<file path="src/rtl/lsn_ordered_item_list_unit_defines.svh">
// Assertion macros used by the ordered item list unit.
`ifndef LSN_ORDERED_ITEM_LIST_UNIT_DEFINES_SVH
`define LSN_ORDERED_ITEM_LIST_UNIT_DEFINES_SVH
`ifndef ASSERT_OFF
`define OIL_ASSERT(label, clk, rst_n, prop, msg) \
	label: assert property (@(posedge clk) disable iff (!rst_n) prop) else $error(msg);
`define OIL_ASSERT_ALWAYS(label, clk, prop, msg) \
	label: assert property (@(posedge clk) prop) else $error(msg);
`else
`define OIL_ASSERT(label, clk, rst_n, prop, msg)
`define OIL_ASSERT_ALWAYS(label, clk, prop, msg)
`endif
`endif

</file>
<file path="src/rtl/lsnol_pkg.sv">
package lsnol_pkg;
	localparam int MAX_ITEMS_DEF = 64;
	localparam int ID_W = 6;
	localparam int ID_COUNT = 64;
	localparam int LSN_W = 64;
	localparam int GEN_W = 32;

	typedef enum logic [2:0] {
		OP_UPDATE = 3'd0,
		OP_DELETE = 3'd1,
		OP_TAIL   = 3'd2,
		OP_FIRST  = 3'd3,
		OP_NEXT   = 3'd4
	} op_t;

	typedef struct packed {
		logic [2:0]             op;
		logic [ID_W-1:0]        item_id;
		logic signed [LSN_W-1:0] new_lsn;
		logic [GEN_W-1:0]       caller_generation;
	} in_beat_t;

	typedef struct packed {
		logic                    found;
		logic [ID_W-1:0]         result_item;
		logic signed [LSN_W-1:0] result_lsn;
		logic [GEN_W-1:0]        generation;
		logic                    error;
	} out_beat_t;

	// Command broadcast to every cell of the chain.
	typedef struct packed {
		logic                    rm_en;     // drop the entry holding rm_id
		logic [ID_W-1:0]         rm_id;
		logic                    ins_en;    // insert ins_id with ins_lsn
		logic [ID_W-1:0]         ins_id;
		logic signed [LSN_W-1:0] ins_lsn;
	} cell_cmd_t;

	// What one cell hands to its upper neighbor.
	typedef struct packed {
		logic                    valid;
		logic [ID_W-1:0]         id;
		logic signed [LSN_W-1:0] lsn;
		logic                    gone;      // rm_id seen at or below
		logic                    le;        // every entry at or below is valid with lsn <= ins_lsn
	} cell_link_t;
endpackage

</file>
<file path="src/rtl/lsnol_cell.sv">
// One slot of the sorted chain. The list is packed from slot 0 upward.
// In a single cycle a cell may drop a removed entry (shifting down from
// its upper neighbor) and then place the new entry (shifting up from its
// lower neighbor); the command is registered in the cycle before so both fit.
module lsnol_cell
	import lsnol_pkg::*;
(
	input  logic       clk,
	input  logic       arst_n,
	input  logic       step,
	input  cell_cmd_t  cmd,
	input  cell_link_t below,     // neighbor toward the head
	input  cell_link_t above,     // neighbor toward the tail, raw contents
	output cell_link_t link
);
	logic                    valid_q;
	logic [ID_W-1:0]         id_q;
	logic signed [LSN_W-1:0] lsn_q;
	logic                    hit;
	logic                    gone_here;
	// Contents after removal, for this cell and for the one above.
	logic                    r_valid;
	logic [ID_W-1:0]         r_id;
	logic signed [LSN_W-1:0] r_lsn;
	logic                    le_here;
	logic                    place;

	assign hit = cmd.rm_en && valid_q && (id_q == cmd.rm_id);
	assign gone_here = below.gone || hit;

	// Removal view: once the removed entry is at or below, take the upper one.
	always_comb begin
		if (gone_here) begin
			r_valid = above.valid;
			r_id = above.id;
			r_lsn = above.lsn;
		end else begin
			r_valid = valid_q;
			r_id = id_q;
			r_lsn = lsn_q;
		end
	end

	assign le_here = r_valid && (r_lsn <= cmd.ins_lsn);
	assign place = cmd.ins_en && below.le && !le_here;

	always_ff @(posedge clk or negedge arst_n) begin
		if (!arst_n) begin
			valid_q <= 1'b0;
		end else if (step) begin
			if (place) begin
				valid_q <= 1'b1;
			end else if (cmd.ins_en && !below.le) begin
				valid_q <= below.valid;
			end else begin
				valid_q <= r_valid;
			end
		end
	end

	// Payload: the new entry, the shifted lower neighbor, or the kept one.
	always_ff @(posedge clk) begin
		if (step) begin
			if (place) begin
				id_q <= cmd.ins_id;
				lsn_q <= cmd.ins_lsn;
			end else if (cmd.ins_en && !below.le) begin
				id_q <= below.id;
				lsn_q <= below.lsn;
			end else begin
				id_q <= r_id;
				lsn_q <= r_lsn;
			end
		end
	end

	// Toward the upper neighbor: post-removal contents plus chain flags.
	assign link.valid = r_valid;
	assign link.id = r_id;
	assign link.lsn = r_lsn;
	assign link.gone = gone_here;
	assign link.le = below.le && le_here;

	// Raw contents for the lower neighbor come through a separate path.
endmodule

</file>
<file path="config.mk">
export PLATFORM = sky130hd
export DESIGN_NAME = lsnol_cell
export DESIGN_NICKNAME = d
export VERILOG_FILES = /design/src/rtl/lsn_ordered_item_list_unit_defines.svh /design/src/rtl/lsnol_pkg.sv /design/src/rtl/lsnol_cell.sv
export SDC_FILE = /design/constraint.sdc
export NUM_CORES = 1
export LEC_CHECK = 0
export BUFFER_PORTS_ARGS = -buffer_cell sky130_fd_sc_hd__buf_2
export CORE_MARGIN = 4
export CORE_UTILIZATION = 50
export DETAILED_ROUTE_END_ITERATION = 6
export PLACE_DENSITY = 0.79
export REMOVE_ABC_BUFFERS = 1
export SYNTH_ARGS = -nofsm -noshare
export SYNTH_HDL_FRONTEND = slang
export SYNTH_SLANG_ARGS = --single-unit
export TNS_END_PERCENT = 10
</file>
<file path="constraint.sdc">
create_clock -name clk -period 4.43 [get_ports clk]
set_input_delay 0.2215 -clock clk [delete_from_list [all_inputs] [get_ports clk]]
set_output_delay 0.2215 -clock clk [all_outputs]
set_load 0.02 [all_outputs]
</file>
# --- Word-level counts from Yosys, hierarchy flattened ---
# Index checks and enable logic that the tools add are counted.
word_totals:
  input_bits: 227
  register_bits: 71
  elab_cells: 24
  out_inout_bits: 73
op_classes:
  muxes: 9
  magnitude_cmp: 1
  reduce_logical: 10
  eq_ne: 1
op_table:
  columns: ["operator", "n"]
  rows:
  - ["two-way mux 64 bit", 3]
  - ["less-or-equal comparator 64 bit", 1]
  - ["two-way mux 6 bit", 3]
  - ["logical AND 1 bit", 7]
  - ["== test 6 bit", 1]
  - ["two-way mux 1 bit", 3]
  - ["logical NOT 1 bit", 2]
  - ["logical OR 1 bit", 1]

# --- Logic depth before layout (Yosys ltp) ---
depth:
  ltp_word: 9
  depth_mapped: 17
  depth_no_buf: 14

# --- Least setup slack after synthesis ---
# No wires, ideal clock.
synth_timing:
  path_type: "register -> register"
  start: "register id_q[0]"
  end: "register lsn_q[10] (data pin)"
  synth_period_minus_slack_ns: 3.798
  setup_slack_ns: 0.632
  setup_time_ns: 0.262
  t_arrival_ns: 3.536
  required_time_ns: 4.168
  path_stages_with_launch: 18
  path_buffers: 3
  path_cell_list: "edfxtp_1 -> xnor2_1 -> nand3_1 -> nor3_2 -> a41oi_4 -> buf_6 -> mux2_2 -> ha_1 -> and2_1 -> a221o_1 -> a221oi_1 -> nor2_1 -> a21oi_1 -> o311a_1 -> o21a_1 -> buf_6 -> buf_6 -> o211ai_2"
synth_lines:
  columns: ["item", "line", "text"]
  rows:
  - ["from (decl)", "lsnol_cell.sv:17", "logic [ID_W-1:0] id_q;"]
  - ["from (signal assigned)", "lsnol_cell.sv:65", "id_q <= cmd.ins_id;"]
  - ["from (signal assigned)", "lsnol_cell.sv:68", "id_q <= below.id;"]
  - ["from (signal assigned)", "lsnol_cell.sv:71", "id_q <= r_id;"]
  - ["to (signal assigned)", "lsnol_cell.sv:66", "lsn_q <= cmd.ins_lsn;"]
  - ["to (signal assigned)", "lsnol_cell.sv:69", "lsn_q <= below.lsn;"]
  - ["to (signal assigned)", "lsnol_cell.sv:72", "lsn_q <= r_lsn;"]
  - ["to (decl)", "lsnol_cell.sv:18", "logic signed [LSN_W-1:0] lsn_q;"]

==> metrics.md <==
| Metric | Value |
|---|---|
| Met2 Track Usage GR | `0.470` |
| H-tree levels | `3` |
| Slowest CP cell | `or3b_1` |
| GRT met3 Usage | `0.0419` |
| Gr usage total | `0.264` |
| Slew Limit Headroom | `0.254` |
| Worst hold path type | `in2reg` |
| Multiplexer share of the synthesized area | `0.210` |
| Slew Viols, Final | `0` |
| Post-synthesis xor/xnor area fraction | `0.00700` |
| Residual DRC | `0` |
| Clock Skews | `0.00414 ns` |
| CP Launch Type | `flip-flop` |
| Diodes inserted | `0` |
| CTS tree | `yes` |
| Grt peak-use layer | `met2` |
| Via count of the first global-routing pass | `7,198` |
| Initial antenna violation count | `0` |
| Post-Synthesis Cells | `785` |
| F_max | `232 MHz` |
| Cell Chain, Critical Path | `xnor2_1 -> nand3_1 -> nor3_2 -> a41oi_4 -> buf_12 -> buf_4 -> clkbuf_16 -> mux2_2 -> ha_1 -> a21oi_1 -> o21ai_1 -> a21oi_1 -> or3b_1 -> a21oi_2 -> o311a_4 -> o21a_4 -> and2_4 -> buf_6` |
| Commonest cells in the netlist | `nand2_1 (148), mux2_2 (130), edfxtp_1 (70), nand3_1 (70), inv_1 (68)` |
| Async SR Flop Fraction | `0.0141` |
| Top cells by area, synth | `edfxtp_1 (28%), mux2_2 (20%), ha_1 (11%)` |
| Complex-gate fraction of the synthesized area | `0.160` |
| FF-to-FF setup slack | `0.11 ns` |
| TritonCTS buffer count | `9` |
| Mapped cell area | `7510 um2` |
| Largest net degree at the start of global routing | `73` |
| Full die area | `17,000 um2` |
| Final-report setup violation count | `0` |
| Critical Path RT | `4.21 ns` |
| PnR worst setup slack | `0.114 ns` |
| Fraction of the mapped netlist area in adder cells | `0.107` |
| Mean number of vias per cell | `5.71` |
| Via Count | `7,156` |
| Initial DRC Count | `444` |
| Period minus WS final | `4.32 ns` |
| Synth Area in Simple Gates | `0.152` |
| Max_cap viols | `0` |
| Worst vdd ir | `0.164 mV` |
| Clock-pin slew on the worst setup and hold paths | `0.06 ns` |
| Root Driver | `clkbuf_16` |
| NumNets Final | `1,357` |
| Final hold vios | `0` |
| Crit Path Max Fanout | `17` |
| Post-DRT Antenna Nets | `0` |
| Setup Crit Path Kind | `reg2out` |
| Post-Layout Cell Count | `1,254` |
| DR WL/cell | `19.2 um` |
| Die H | `131 um` |
| First-pass GRT wire length | `35,300 um` |
| Leakage | `4.64 nW` |
| Routability cong. | `0.847` |
| Place WS | `0.135 ns` |
| Placed Cells | `1,229` |
| Number of synthesized register bits | `71` |
| EDFF count, synth | `70` |
| Rows | `44` |
| Clock Path Buffers | `2` |
| Setup crit end kind | `output pin` |
| Final Routed Wirelength | `24,000 um` |
| Final worst path period share | `0.974` |
| Crit-path max cell delay | `0.44 ns` |
| Die X | `131 um` |
| Syn_area_per_cell | `9.56 um2` |
| Status | `finished clean` |
| Clk sinks | `71` |
| Post-synth top area cell | `edfxtp_1` |
| Area Overhead vs Synth | `29.4%` |
| Largest family of logic cells by synthesized area | `multiplexers` |
| Detailed Place HPWL | `16,800 um` |
| GRT met1 Usage | `0.315` |
| Yosys top cell area share | `0.280` |
| Unrepaired setup endpoints after global routing | `yes` |
| Share of the yosys chip area belonging to registers | `0.283` |
| IO Pins | `300` |
| CORE AREA | `14,600 um2` |
| Main synth FF type | `edfxtp_1` |
| DR pass1 iterations | `5` |
| Slew at the pin closest to its max-slew limit | `1.12 ns` |
| P per Cell Area | `280 nW/um2` |
| CP dominant cell by count | `a21oi_1` |
| Initial Util | `0.513` |
| Critical Path AT | `4.09 ns` |
| # port buffers | `297` |
| Share of cells above drive strength 1 | `0.517` |
| Worst skew pair latency | `0.34 ns` |
| Count leader, synth | `nand2_1` |
| Total grt overflow | `0` |
| Yosys warnings | `0` |
| Netlist cell types | `46` |
## stage by stage
| stage | total power (W) | hold WS (ns) | util | area (um2) | TNS (ns) |
|---|---|---|---|---|---|
| floorplan | 0.00160 | -0.0741 | - | 7160 | -238.45 |
| global placement | 0.00198 | -0.00368 | 0.624 | 9140 | 0 |
| detailed placement | 0.00201 | -0.00153 | 0.624 | 9140 | 0 |
| CTS | 0.00268 | 0.137 | 0.644 | 9430 | 0 |
| global route | 0.00286 | 0.152 | 0.663 | 9710 | -0.0685 |
| finish | 0.00272 | 0.150 | 0.663 | 9710 | 0 |
## state kept, by name (all words and copies together), names as in the netlist
name	flops
lsn_q	64
id_q	6
valid_q	1
## worst paths after layout
check	from	endpoint	depth (start not counted)
max in group asynchronous	arst_n	valid_q$_DFFE_PN0P_	2
min in group asynchronous	arst_n	valid_q$_DFFE_PN0P_	2
worst max-delay path	id_q[0]$_DFFE_PP_	link[0]	18
worst max register to register	id_q[0]$_DFFE_PP_	id_q[2]$_DFFE_PP_	19
worst min-delay path	below[72]	valid_q$_DFFE_PN0P_	3
worst min register to register	valid_q$_DFFE_PN0P_	valid_q$_DFFE_PN0P_	2
## layout make-up
| cell class | count | area [um2] |
|---|---|---|
| Multi-Input combinational cell | 591 | 4950 |
| Fill cell | 1189 | 4930 |
| Sequential cell | 71 | 2130 |
| Timing Repair Buffer | 324 | 1900 |
| Inverter | 69 | 259 |
| Clock buffer | 13 | 240 |
| Tap cell | 184 | 230 |
| Clock inverter | 2 | 8.76 |
## per-layer routing
layer	routed length (um)	vias to the layer above
met5	0	-
met4	643	0
met3	1680	43
met2	12000	316
met1	9760	3384
li1	-	3413
## where the power goes
part | total, W | leakage, nW | switching (W) | internal [W]
registers | 0.000865 | 0.700 | 0.0000204 | 0.000845
logic | 0.00119 | 3.82 | 0.000670 | 0.000522
clock network | 0.000658 | 0.121 | 0.000283 | 0.000374
## layout by cell type (no fill, tap or decap), types with 7 or more instances in the layout
master / n
ha_4: 7
buf_12: 10
nand3_1: 70
a21oi_1: 27
mux2i_1: 7
buf_2: 295
inv_1: 68
o21ai_0: 9
buf_4: 13
edfxtp_1: 70
nand2_1: 148
mux2_2: 127
clkbuf_16: 12
ha_1: 57
nand4_1: 12
o211ai_2: 63
## cells by family (layout without fill, tap and decap cells)
kind of cell             Yosys count  count (layout)
AO/OA/AOI/OAI                    128             128
buffers and inverters            123             408
adder cells (fa/ha/maj)           64              64
multiplexers                     140             140
AND/OR/NAND/NOR                  253             253
flip-flops                        71              71
XOR/XNOR                           6               6
## critical path: cells and delay by family, from the launching register on
family                     cells  cell delay [ns]
AOI/OAI and AO/OA              7             1.11
muxes                          1             0.32
xor gates and xnor gates       1             0.17
and+or+nand+nor                4             0.93
adders and majority gates      1             0.19
buffers and inverters          4             0.62
DFF                            1             0.41
## timing repair
item                                   CTS  global route
setup endpoints to repair                1            30
resized for setup                        1            22
hold buffers                             1             0
buffers inserted                         1             5
pin swaps                                1            17
cloned                                   0             3
endpoints found under the hold margin    1             0
(Power assumes the default switching activity.)
